--- src/hw/rtl/slx_pkg.sv ---
package slx_pkg;

    localparam int KwMaxLen = 8;
    localparam int KwIdxW = $clog2(KwMaxLen);

    localparam logic [5:0] K_IDENT  = 6'd18;
    localparam logic [5:0] K_NUMBER = 6'd19;
    localparam logic [5:0] K_STRING = 6'd20;
    localparam logic [5:0] K_EOF    = 6'd21;
    localparam logic [5:0] K_ERROR  = 6'd22;
    localparam logic [5:0] K_LPAREN = 6'd23;
    localparam logic [5:0] K_RPAREN = 6'd24;
    localparam logic [5:0] K_LBRACE = 6'd25;
    localparam logic [5:0] K_RBRACE = 6'd26;
    localparam logic [5:0] K_SEMI   = 6'd27;
    localparam logic [5:0] K_COMMA  = 6'd28;
    localparam logic [5:0] K_DOT    = 6'd29;
    localparam logic [5:0] K_NONE   = 6'd63;

    localparam logic [1:0] ERR_NONE   = 2'd0;
    localparam logic [1:0] ERR_CHAR   = 2'd1;
    localparam logic [1:0] ERR_STRING = 2'd2;

    localparam logic [31:0] OFF_MAX = 32'hFFFF_FFFF;
    localparam logic [15:0] CNT_MAX = 16'hFFFF;

    typedef enum logic [8:0] {
        M_IDLE     = 9'b000000001,
        M_COMMENT  = 9'b000000010,
        M_WORD     = 9'b000000100,
        M_NUMBER   = 9'b000001000,
        M_NUMDOT   = 9'b000010000,
        M_FRACTION = 9'b000100000,
        M_STRING   = 9'b001000000,
        M_OP       = 9'b010000000,
        M_DONE     = 9'b100000000
    } mode_t;

    typedef struct packed {
        logic [5:0]  token_kind;
        logic [1:0]  error_kind;
        logic [31:0] start_offset;
        logic [15:0] token_length;
        logic [15:0] line_number;
        logic        last_of_run;
    } token_t;

    typedef logic [7:0] kw_text_t [KwMaxLen];

    function automatic logic [15:0] inc16(input logic [15:0] v);
        inc16 = (v != CNT_MAX) ? v + 16'd1 : v;
    endfunction

    function automatic logic is_alpha(input logic [7:0] c);
        is_alpha = (c >= "a" && c <= "z") || (c >= "A" && c <= "Z") || c == "_";
    endfunction

    function automatic logic is_digit(input logic [7:0] c);
        is_digit = c >= "0" && c <= "9";
    endfunction

    // Kind of a lone operator character, K_NONE if it is not one.
    function automatic logic [5:0] op_single(input logic [7:0] c);
        case (c)
            "-": op_single = 6'd30;
            "+": op_single = 6'd33;
            "/": op_single = 6'd36;
            "*": op_single = 6'd38;
            "%": op_single = 6'd40;
            "!": op_single = 6'd42;
            "=": op_single = 6'd44;
            "<": op_single = 6'd46;
            ">": op_single = 6'd48;
            default: op_single = K_NONE;
        endcase
    endfunction

    function automatic logic [5:0] op_pair(input logic [7:0] a, input logic [7:0] b);
        if (a == "-" && b == "-")
            op_pair = 6'd31;
        else if (a == "-" && b == "=")
            op_pair = 6'd32;
        else if (a == "+" && b == "+")
            op_pair = 6'd34;
        else if (a == "+" && b == "=")
            op_pair = 6'd35;
        else if (a != "-" && a != "+" && b == "=" && op_single(a) != K_NONE)
            op_pair = op_single(a) + 6'd1;
        else
            op_pair = K_NONE;
    endfunction

    // Keyword lookup on the buffered word.
    function automatic logic [5:0] word_kind(input kw_text_t w, input logic [15:0] len);
        logic [5:0] k;
        k = K_IDENT;
        case (len)
            16'd2: begin
                if (w[0] == "i" && w[1] == "f") k = 6'd6;
                if (w[0] == "o" && w[1] == "r") k = 6'd8;
            end
            16'd3: begin
                if (w[0] == "a" && w[1] == "n" && w[2] == "d") k = 6'd0;
                if (w[0] == "f" && w[1] == "o" && w[2] == "r") k = 6'd4;
                if (w[0] == "v" && w[1] == "a" && w[2] == "r") k = 6'd16;
            end
            16'd4: begin
                if ({w[0], w[1], w[2], w[3]} == "else") k = 6'd2;
                if ({w[0], w[1], w[2], w[3]} == "null") k = 6'd7;
                if ({w[0], w[1], w[2], w[3]} == "puts") k = 6'd10;
                if ({w[0], w[1], w[2], w[3]} == "this") k = 6'd13;
                if ({w[0], w[1], w[2], w[3]} == "true") k = 6'd14;
            end
            16'd5: begin
                if ({w[0], w[1], w[2], w[3], w[4]} == "class") k = 6'd1;
                if ({w[0], w[1], w[2], w[3], w[4]} == "false") k = 6'd3;
                if ({w[0], w[1], w[2], w[3], w[4]} == "print") k = 6'd9;
                if ({w[0], w[1], w[2], w[3], w[4]} == "super") k = 6'd12;
                if ({w[0], w[1], w[2], w[3], w[4]} == "while") k = 6'd17;
            end
            16'd6: begin
                if ({w[0], w[1], w[2], w[3], w[4], w[5]} == "return") k = 6'd11;
                if ({w[0], w[1], w[2], w[3], w[4], w[5]} == "unless") k = 6'd15;
            end
            16'd8: begin
                if ({w[0], w[1], w[2], w[3], w[4], w[5], w[6], w[7]} == "function")
                    k = 6'd5;
            end
            default: k = K_IDENT;
        endcase
        word_kind = k;
    endfunction

endpackage

--- src/hw/rtl/slx_if.sv ---
interface slx_byte_if;
    logic       valid;
    logic       ready;
    logic [7:0] char_byte;
    logic       end_of_source;
    modport source (output valid, output char_byte, output end_of_source, input ready);
    modport sink (input valid, input char_byte, input end_of_source, output ready);
endinterface

interface slx_token_if;
    logic        valid;
    logic        ready;
    logic [5:0]  token_kind;
    logic [1:0]  error_kind;
    logic [31:0] start_offset;
    logic [15:0] token_length;
    logic [15:0] line_number;
    logic        last_of_run;
    modport source (output valid, output token_kind, output error_kind, output start_offset,
                    output token_length, output line_number, output last_of_run, input ready);
    modport sink (input valid, input token_kind, input error_kind, input start_offset,
                  input token_length, input line_number, input last_of_run, output ready);
endinterface

--- src/hw/rtl/slx_front.sv ---
// Scanner: takes one byte per beat and produces up to three tokens at once.
module slx_front
    import slx_pkg::*;
(
    input  logic       clk,
    input  logic       rst_n,
    input  logic       in_valid,
    output logic       in_ready,
    input  logic [7:0] in_byte,
    input  logic       in_end,
    output logic       grp_valid,
    input  logic       grp_ready,
    output logic [1:0] grp_count,
    output token_t     grp_tok [3]
);

    mode_t       mode_reg, mode_next;
    logic [31:0] offset_reg, offset_next;
    logic [31:0] tstart_reg, tstart_next;
    logic [15:0] line_reg, line_next;
    logic [15:0] wlen_reg, wlen_next;
    logic [7:0]  pend_reg, pend_next;
    kw_text_t    word_reg;
    logic        wr_en;
    logic [KwIdxW-1:0] wr_idx;

    token_t      tok [3];
    logic [1:0]  cnt;
    logic        fire;

    assign in_ready = grp_ready;
    assign fire = in_valid && in_ready;

    always_comb
    begin
        token_t t;
        logic used;
        logic [7:0] c;
        logic [5:0] k;
        c = in_byte;
        mode_next = mode_reg;
        offset_next = offset_reg;
        tstart_next = tstart_reg;
        line_next = line_reg;
        wlen_next = wlen_reg;
        pend_next = pend_reg;
        wr_en = 1'b0;
        wr_idx = '0;
        cnt = 2'd0;
        used = 1'b0;
        k = K_NONE;
        for (int i = 0; i < 3; i++)
        begin
            tok[i] = '0;
        end
        t = '0;
        if (in_end)
        begin
            // Pending token first, then EOF.
            t.error_kind = ERR_NONE;
            t.start_offset = tstart_reg;
            t.token_length = wlen_reg;
            case (mode_reg)
                M_WORD:
                begin
                    t.token_kind = word_kind(word_reg, wlen_reg);
                    tok[0] = t;
                    cnt = 2'd1;
                end
                M_NUMBER, M_FRACTION:
                begin
                    t.token_kind = K_NUMBER;
                    tok[0] = t;
                    cnt = 2'd1;
                end
                M_NUMDOT:
                begin
                    t.token_kind = K_NUMBER;
                    tok[0] = t;
                    t.token_kind = K_DOT;
                    t.start_offset = (offset_reg == '0) ? '0 : offset_reg - 32'd1;
                    t.token_length = 16'd1;
                    tok[1] = t;
                    cnt = 2'd2;
                end
                M_STRING:
                begin
                    t.token_kind = K_ERROR;
                    t.error_kind = ERR_STRING;
                    tok[0] = t;
                    cnt = 2'd1;
                end
                M_OP:
                begin
                    t.token_kind = op_single(pend_reg);
                    t.token_length = 16'd1;
                    tok[0] = t;
                    cnt = 2'd1;
                end
                default: cnt = 2'd0;
            endcase
            t = '0;
            t.token_kind = K_EOF;
            t.start_offset = offset_reg;
            tok[cnt] = t;
            cnt = cnt + 2'd1;
            mode_next = M_DONE;
        end
        else if (mode_reg == M_DONE)
        begin
            t.token_kind = K_EOF;
            t.start_offset = offset_reg;
            tok[0] = t;
            cnt = 2'd1;
        end
        else
        begin
            case (mode_reg)
                M_WORD:
                begin
                    if (is_alpha(c) || is_digit(c))
                    begin
                        if (wlen_reg < 16'(KwMaxLen))
                        begin
                            wr_en = 1'b1;
                            wr_idx = wlen_reg[KwIdxW-1:0];
                        end
                        wlen_next = inc16(wlen_reg);
                        used = 1'b1;
                    end
                    else
                    begin
                        t.token_kind = word_kind(word_reg, wlen_reg);
                        t.start_offset = tstart_reg;
                        t.token_length = wlen_reg;
                        tok[0] = t;
                        cnt = 2'd1;
                        mode_next = M_IDLE;
                    end
                end
                M_NUMBER, M_FRACTION:
                begin
                    if (is_digit(c))
                    begin
                        wlen_next = inc16(wlen_reg);
                        used = 1'b1;
                    end
                    else if (c == "." && mode_reg == M_NUMBER)
                    begin
                        mode_next = M_NUMDOT;
                        used = 1'b1;
                    end
                    else
                    begin
                        t.token_kind = K_NUMBER;
                        t.start_offset = tstart_reg;
                        t.token_length = wlen_reg;
                        tok[0] = t;
                        cnt = 2'd1;
                        mode_next = M_IDLE;
                    end
                end
                M_NUMDOT:
                begin
                    if (is_digit(c))
                    begin
                        wlen_next = inc16(inc16(wlen_reg));
                        mode_next = M_FRACTION;
                        used = 1'b1;
                    end
                    else
                    begin
                        t.token_kind = K_NUMBER;
                        t.start_offset = tstart_reg;
                        t.token_length = wlen_reg;
                        tok[0] = t;
                        t.token_kind = K_DOT;
                        t.start_offset = (offset_reg == OFF_MAX) ? OFF_MAX
                                                                 : offset_reg - 32'd1;
                        t.token_length = 16'd1;
                        tok[1] = t;
                        cnt = 2'd2;
                        mode_next = M_IDLE;
                    end
                end
                M_STRING:
                begin
                    wlen_next = inc16(wlen_reg);
                    if (c == "\"")
                    begin
                        t.token_kind = K_STRING;
                        t.start_offset = tstart_reg;
                        t.token_length = wlen_next;
                        tok[0] = t;
                        cnt = 2'd1;
                        mode_next = M_IDLE;
                    end
                    else if (c == "\n")
                    begin
                        line_next = inc16(line_reg);
                    end
                    used = 1'b1;
                end
                M_COMMENT:
                begin
                    if (c == "\n")
                        mode_next = M_IDLE;
                    else
                        used = 1'b1;
                end
                M_OP:
                begin
                    k = op_pair(pend_reg, c);
                    t.start_offset = tstart_reg;
                    if (k != K_NONE)
                    begin
                        t.token_kind = k;
                        t.token_length = 16'd2;
                        used = 1'b1;
                    end
                    else
                    begin
                        t.token_kind = op_single(pend_reg);
                        t.token_length = 16'd1;
                    end
                    tok[0] = t;
                    cnt = 2'd1;
                    mode_next = M_IDLE;
                end
                default: mode_next = M_IDLE;
            endcase
            if (!used)
            begin
                t = '0;
                t.start_offset = offset_reg;
                t.token_length = 16'd1;
                t.token_kind = K_NONE;
                case (c)
                    " ", "\r", "\t": t.token_kind = K_NONE;
                    "\n": line_next = inc16(line_reg);
                    "#": mode_next = M_COMMENT;
                    "\"":
                    begin
                        mode_next = M_STRING;
                        tstart_next = offset_reg;
                        wlen_next = 16'd1;
                    end
                    "(": t.token_kind = K_LPAREN;
                    ")": t.token_kind = K_RPAREN;
                    "{": t.token_kind = K_LBRACE;
                    "}": t.token_kind = K_RBRACE;
                    ";": t.token_kind = K_SEMI;
                    ",": t.token_kind = K_COMMA;
                    ".": t.token_kind = K_DOT;
                    default:
                    begin
                        if (is_alpha(c))
                        begin
                            mode_next = M_WORD;
                            tstart_next = offset_reg;
                            wlen_next = 16'd1;
                            wr_en = 1'b1;
                            wr_idx = '0;
                        end
                        else if (is_digit(c))
                        begin
                            mode_next = M_NUMBER;
                            tstart_next = offset_reg;
                            wlen_next = 16'd1;
                        end
                        else if (op_single(c) != K_NONE)
                        begin
                            mode_next = M_OP;
                            tstart_next = offset_reg;
                            wlen_next = 16'd1;
                            pend_next = c;
                        end
                        else
                        begin
                            t.token_kind = K_ERROR;
                            t.error_kind = ERR_CHAR;
                        end
                    end
                endcase
                if (t.token_kind != K_NONE)
                begin
                    tok[cnt] = t;
                    cnt = cnt + 2'd1;
                end
            end
            if (offset_reg != OFF_MAX)
                offset_next = offset_reg + 32'd1;
        end
        // A newline never produces a token after it in the same beat, so every
        // token carries the line count from before this byte; mark the last token.
        for (int i = 0; i < 3; i++)
        begin
            tok[i].line_number = line_reg;
            tok[i].last_of_run = (2'(i) == cnt - 2'd1);
        end
    end

    assign grp_valid = fire && (cnt != 2'd0);
    assign grp_count = cnt;
    assign grp_tok = tok;

    always_ff @(posedge clk or negedge rst_n)
    begin
        if (!rst_n)
        begin
            mode_reg <= M_IDLE;
            offset_reg <= '0;
            tstart_reg <= '0;
            line_reg <= 16'd1;
            wlen_reg <= '0;
            pend_reg <= '0;
        end
        else if (fire)
        begin
            mode_reg <= mode_next;
            offset_reg <= offset_next;
            tstart_reg <= tstart_next;
            line_reg <= line_next;
            wlen_reg <= wlen_next;
            pend_reg <= pend_next;
        end
    end

    always_ff @(posedge clk)
    begin
        if (fire && wr_en)
            word_reg[wr_idx] <= in_byte;
    end

endmodule

--- src/hw/rtl/slx_queue.sv ---
// Token queue: takes a group of up to three tokens in one beat and hands them
// out one per beat. Ready upstream means room for a full group.
module slx_queue
    import slx_pkg::*;
(
    input  logic       clk,
    input  logic       rst_n,
    input  logic       grp_valid,
    output logic       grp_ready,
    input  logic [1:0] grp_count,
    input  token_t     grp_tok [3],
    output logic       out_valid,
    input  logic       out_ready,
    output token_t     out_tok
);

    localparam int Depth = 8;
    localparam int PtrW = $clog2(Depth);

    token_t          mem [Depth];
    logic [PtrW-1:0] wptr_reg, rptr_reg;
    logic [PtrW:0]   fill_reg, fill_next;
    logic            pop;
    logic [PtrW:0]   push_n;

    assign pop = out_valid && out_ready;
    assign push_n = grp_valid ? (PtrW+1)'(grp_count) : '0;
    assign grp_ready = fill_reg <= (PtrW+1)'(Depth - 3);
    assign out_valid = fill_reg != '0;
    assign out_tok = mem[rptr_reg];
    assign fill_next = fill_reg + push_n - (PtrW+1)'(pop);

    always_ff @(posedge clk or negedge rst_n)
    begin
        if (!rst_n)
        begin
            wptr_reg <= '0;
            rptr_reg <= '0;
            fill_reg <= '0;
        end
        else
        begin
            wptr_reg <= wptr_reg + push_n[PtrW-1:0];
            if (pop)
                rptr_reg <= rptr_reg + PtrW'(1);
            fill_reg <= fill_next;
        end
    end

    always_ff @(posedge clk)
    begin
        for (int i = 0; i < 3; i++)
        begin
            if (grp_valid && 2'(i) < grp_count)
                mem[wptr_reg + PtrW'(i)] <= grp_tok[i];
        end
    end

endmodule

--- src/hw/rtl/source_lexer.sv ---
// Streaming lexer.
// Channel in carries one source byte per beat (char_byte) or, with
// end_of_source set, the end of the text. Channel out carries one token per
// beat: kind, error kind, start offset, length, line number and a flag on the
// last token caused by an input beat.
// Each input beat is scanned in the cycle it is accepted; its tokens (zero to
// three) enter an eight-entry token queue and can leave from the next cycle.
// Throughput is one byte per cycle while the output keeps up; the output side
// gives one token per cycle while the receiver is ready, so a byte that ends
// three tokens holds up input only once the queue fills.
// in.ready is high while the queue has room for three tokens. When the
// receiver stalls, tokens wait in the queue and input stops once it is nearly
// full; nothing is dropped.
// Reset clears the scanner to its start (offset 0, line 1) and empties the
// queue. After the end beat every further beat yields one EOF token.
module source_lexer
    import slx_pkg::*;
(
    input  logic   clk,
    input  logic   rst_n,
    slx_byte_if.sink    in,
    slx_token_if.source out
);

    logic       grp_valid;
    logic       grp_ready;
    logic [1:0] grp_count;
    token_t     grp_tok [3];
    token_t     head;

    slx_front u_front (
        .clk       (clk),
        .rst_n     (rst_n),
        .in_valid  (in.valid),
        .in_ready  (in.ready),
        .in_byte   (in.char_byte),
        .in_end    (in.end_of_source),
        .grp_valid (grp_valid),
        .grp_ready (grp_ready),
        .grp_count (grp_count),
        .grp_tok   (grp_tok)
    );

    slx_queue u_queue (
        .clk       (clk),
        .rst_n     (rst_n),
        .grp_valid (grp_valid),
        .grp_ready (grp_ready),
        .grp_count (grp_count),
        .grp_tok   (grp_tok),
        .out_valid (out.valid),
        .out_ready (out.ready),
        .out_tok   (head)
    );

    assign out.token_kind   = head.token_kind;
    assign out.error_kind   = head.error_kind;
    assign out.start_offset = head.start_offset;
    assign out.token_length = head.token_length;
    assign out.line_number  = head.line_number;
    assign out.last_of_run  = head.last_of_run;

endmodule

--- src/flat_wrapper.sv ---
// flat-port wrapper written by rule: the top's interface ports become plain ports
module source_lexer_flat import slx_pkg::*;
  (clk, rst_n, in_valid, in_char_byte, in_end_of_source, in_ready, out_valid, out_token_kind, out_error_kind, out_start_offset, out_token_length, out_line_number, out_last_of_run, out_ready);
  slx_byte_if in_i ();
  slx_token_if out_i ();
  input  logic clk;
  input  logic rst_n;
  input wire logic [$bits(in_i.valid)-1:0] in_valid;
  input wire logic [$bits(in_i.char_byte)-1:0] in_char_byte;
  input wire logic [$bits(in_i.end_of_source)-1:0] in_end_of_source;
  output wire logic [$bits(in_i.ready)-1:0] in_ready;
  output wire logic [$bits(out_i.valid)-1:0] out_valid;
  output wire logic [$bits(out_i.token_kind)-1:0] out_token_kind;
  output wire logic [$bits(out_i.error_kind)-1:0] out_error_kind;
  output wire logic [$bits(out_i.start_offset)-1:0] out_start_offset;
  output wire logic [$bits(out_i.token_length)-1:0] out_token_length;
  output wire logic [$bits(out_i.line_number)-1:0] out_line_number;
  output wire logic [$bits(out_i.last_of_run)-1:0] out_last_of_run;
  input wire logic [$bits(out_i.ready)-1:0] out_ready;
  assign in_i.valid = in_valid;
  assign in_i.char_byte = in_char_byte;
  assign in_i.end_of_source = in_end_of_source;
  assign in_ready = in_i.ready;
  assign out_valid = out_i.valid;
  assign out_token_kind = out_i.token_kind;
  assign out_error_kind = out_i.error_kind;
  assign out_start_offset = out_i.start_offset;
  assign out_token_length = out_i.token_length;
  assign out_line_number = out_i.line_number;
  assign out_last_of_run = out_i.last_of_run;
  assign out_i.ready = out_ready;
  source_lexer u_core (.clk(clk), .rst_n(rst_n), .in(in_i), .out(out_i));
endmodule
--- config.mk ---
export PLATFORM = sky130hd
export DESIGN_NAME = source_lexer_flat
export DESIGN_NICKNAME = d
export VERILOG_FILES = /design/src/hw/rtl/slx_pkg.sv /design/src/hw/rtl/slx_if.sv /design/src/hw/rtl/slx_front.sv /design/src/hw/rtl/slx_queue.sv /design/src/hw/rtl/source_lexer.sv /design/src/flat_wrapper.sv
export SDC_FILE = /design/constraint.sdc
export NUM_CORES = 2
export LEC_CHECK = 0
export BUFFER_PORTS_ARGS = -buffer_cell sky130_fd_sc_hd__buf_2
export CORE_MARGIN = 1
export CORE_UTILIZATION = 25
export CTS_BUF_LIST = sky130_fd_sc_hd__clkbuf_8 sky130_fd_sc_hd__clkbuf_16
export CTS_CLUSTER_SIZE = 14
export DETAILED_ROUTE_END_ITERATION = 12
export HOLD_SLACK_MARGIN = 0.06
export PLACE_DENSITY = 0.39
export SLEW_MARGIN = 20
export SYNTH_ARGS = -nofsm -noshare
export SYNTH_HDL_FRONTEND = slang
export SYNTH_SLANG_ARGS = --single-unit
--- constraint.sdc ---
create_clock -name clk -period 12.66 [get_ports clk]
set_input_delay 1.899 -clock clk [delete_from_list [all_inputs] [get_ports clk]]
set_output_delay 1.899 -clock clk [all_outputs]
set_load 0.01 [all_outputs]
==> impl_results.md <==
- # setup viols final: 0
- Synth-to-layout area growth: 13.3%
- PortBufs: 87
- Yosys warns: 0
- Clock Power Share: 30.9%
- Cell taking the most area after synthesis: edfxtp_1
- Post-route ant nets: 0
- Psw: 2.95 mW
- Finished Layout Cells: 6007
- Clk buf depth: 3
- Post-synthesis simple-gate area fraction: 14.3%
- Status: finished clean
- Placed cells: 5832
- Root buffer cell: clkbuf_16
- Wirelength, routed: 157 mm
- Ranking of synthesized cells by area: edfxtp_1, mux4_2, dfrtp_1
- Syn Std Cell Area: 42400 um^2
- Yosys reg bits: 771
- Post-synthesis adder-cell area fraction: 0.891%
- Total gr overflow: 0
- Via count: 32100
- Die Span Y: 414 um
- Mean Syn Cell Area: 11.2 um^2
- # nets final: 3769
- Commonest cells after routing, fill and taps aside: edfxtp_1, nor2_1, o21ai_0
- Row count: 150
- CTS clk-pin slew, worst paths: 0.06 ns
- Avg WL per Cell: 26.1 um
- Hold Crit Depth: 1
- CTS HTree Levels: 3
- Worst-Skew Late Latency: 0.72 ns
- PwrDens: 179 nW/um^2
- Initial antenna violation count: 7
- CTS resizes: 0
- Asr flop ratio synth: 16.0%
- Drt first pass iters: 6
- Initial Util: 25.3%
- RSZ-0062 raised after global routing: false
- Final cycle utilization of the critical path: 60.9%
- Internal: 5.66 mW
- Critical Setup Path Class: in2reg
- Global-route wire length before repair: 227 mm
- Largest net degree at the start of global routing: 78
- Die Wd: 414 um
- # DRC: 0
- Commonest non-fill, non-tap cell in the layout: edfxtp_1
- Post-synth EDFFs: 648
- Num CTS Buffers: 96
- Fmax: 130 MHz
- Setup repair bufs after CTS: 0
- Worst slew margin: 14.6%
- LEAKAGE: 16.8 nW
- Largest family of logic cells by synthesized area: compound AO/OA/AOI/OAI gates
- Clock skew: 0.0612 ns
- Maximum vdd drop: 0.000111 V
- Seq/Total Area, Yosys: 53.2%
- Net Sw Frac: 34.3%
- Mux cell area share after synthesis: 11.9%
- Final Util: 28.6%
- TritonCTS clock tree: built
- Worst-Margin Slew: 1.27 ns
- Ys flop type: edfxtp_1
- Area of the core: 168000 um^2
- CP required: 12.99 ns
- Critical Path Source Type: primary input
- Max Cap Viol: 0
- Max reg flops: 584
- Clock sink total: 771
- Synth cell types: 103
- Post-layout minimum cycle time: 7.71 ns
- Sequential Power Share: 38.9%
- Fin. Hold Viols: 0
- Worst Hold Class: reg2reg
- I/O pin cnt: 88
- Endpoint arrival time on the critical path: 8.03 ns
- Share of layout cells above drive strength 1: 16.7%
- Reg2reg path depth: 15
- Vias/cell: 5.34
- GRT Overall Usage: 18.0%
- Cell area after layout: 48000 um^2
- Yosys top cell area share: 45.9%
- Max FO, Critical Path: 46
- Die area: 171000 um^2
- Max Slew Vio Count: 0
- Placed cell area: 44900 um^2
- Combinational power share: 30.2%
- Post-DP HPWL: 96.0 mm
- Count of hold-fix buffers inserted at cts: 0
- Iter 0 DRT Violations: 3266
- Crit end category: flop
- Vias in the first global route: 31600
- Post-Syn Nets: 3823
- Post-synthesis cell count: 3781
- Compound-Gate Fraction of Synth Area: 14.8%
- Post-synthesis xor/xnor area fraction: 1.36%
- Setup TNS: 0 ns
- GP Congestion: 0.860
[kinds of logic (layout without fill, tap and decap cells)]
group	Yosys count	in the layout
simple gates	1245	1245
compound gates	1011	1011
flops	771	771
buf+inv	353	373
mux	306	306
xor+xnor	66	66
fa+ha+maj	29	29
other cells	0	2
[per-layer routing]
metal,GRT usage [%],vias up,wire [um]
met3,2.39,227,8250
met2,29.1,1106,73100
li1,-,14500,-
met5,0,-,0
met4,4.91,0,4020
met1,25.0,16300,71200
[worst max-delay path, cell delays in order]
cell and delay, ns:
buf_2 0.43, o21ai_0 0.19, and4_1 0.44, a21o_1 0.37
a211oi_2 0.79, and2_4 0.31, a21oi_1 0.09, o21ai_2 0.22
nand2_2 0.11, inv_2 0.37, nand3b_1 0.12, buf_4 0.35
nand2_1 0.80, o21bai_4 0.59, buf_4 0.84
[cell type report]
cell class                      count  area (um^2)
Multi-Input combinational cell   2657        18500
Timing Repair Buffer              153          953
Inverter                           48          180
Sequential cell                   771        22600
Antenna cell                        2         5.00
Tap cell                         2204         2760
Clock buffer                      101         2480
Clock inverter                     71          568
Fill cell                       17200       120000
[power groups by stage]
stage / registers, mW / clock network, mW / logic (mW)
after floorplan: 3.20 / 0 / 1.80
after global placement: 3.40 / 0 / 2.65
after detailed placement: 3.40 / 0 / 2.64
after CTS: 3.35 / 2.73 / 2.66
after global routing: 3.38 / 2.82 / 2.81
final: 3.35 / 2.66 / 2.60
[worst paths after layout]
kind,start,endpoint,slack [ns]
worst max-delay path,in_char_byte[2],u_core.u_queue.mem[3][39],4.95
max in group asynchronous,rst_n,u_core.u_front.pend_reg[1],9.78
worst min register to register,u_core.u_front.tstart_reg[22],u_core.u_front.tstart_reg[22],0.51
worst min-delay path,u_core.u_front.tstart_reg[22],u_core.u_front.tstart_reg[22],0.51
worst max register to register,u_core.u_front.mode_reg[4],u_core.u_queue.mem[3][39],6.49
min in group asynchronous,rst_n,u_core.u_front.tstart_reg[23],1.07
[through the flow]
stage	setup slack [ns]	hold WS, ns	total power, mW
5_1_grt	4.61	0.522	9.01
3_3_place_gp	4.38	0.490	6.05
4_1_cts	4.99	0.509	8.74
6_report	4.95	0.507	8.61
3_5_place_dp	4.24	0.496	6.04
2_1_floorplan	3.02	0.462	5.01
[Yosys cell counts, drive strengths merged, types with 9 or more instances]
library cell / instances
o221ai: 23
o21ai: 332
o22ai: 219
o211ai: 37
nor4b: 9
edfxtp: 648
nor2: 492
xnor2: 40
inv: 48
mux4: 146
and4: 14
and3: 26
or3: 29
o21a: 12
or2: 11
mux2: 113
and2: 20
clkbuf: 180
nand2: 271
nor4bb: 23
a31oi: 28
nor4: 34
mux2i: 47
buf: 125
dfrtp: 121
nand3: 110
a21o: 15
ha: 27
a22oi: 17
nor3: 55
nand4: 45
nand2b: 21
a22o: 40
nor2b: 30
a211oi: 19
or4: 10
xor2: 26
a21oi: 182
Power figures use the tool's default switching activity.
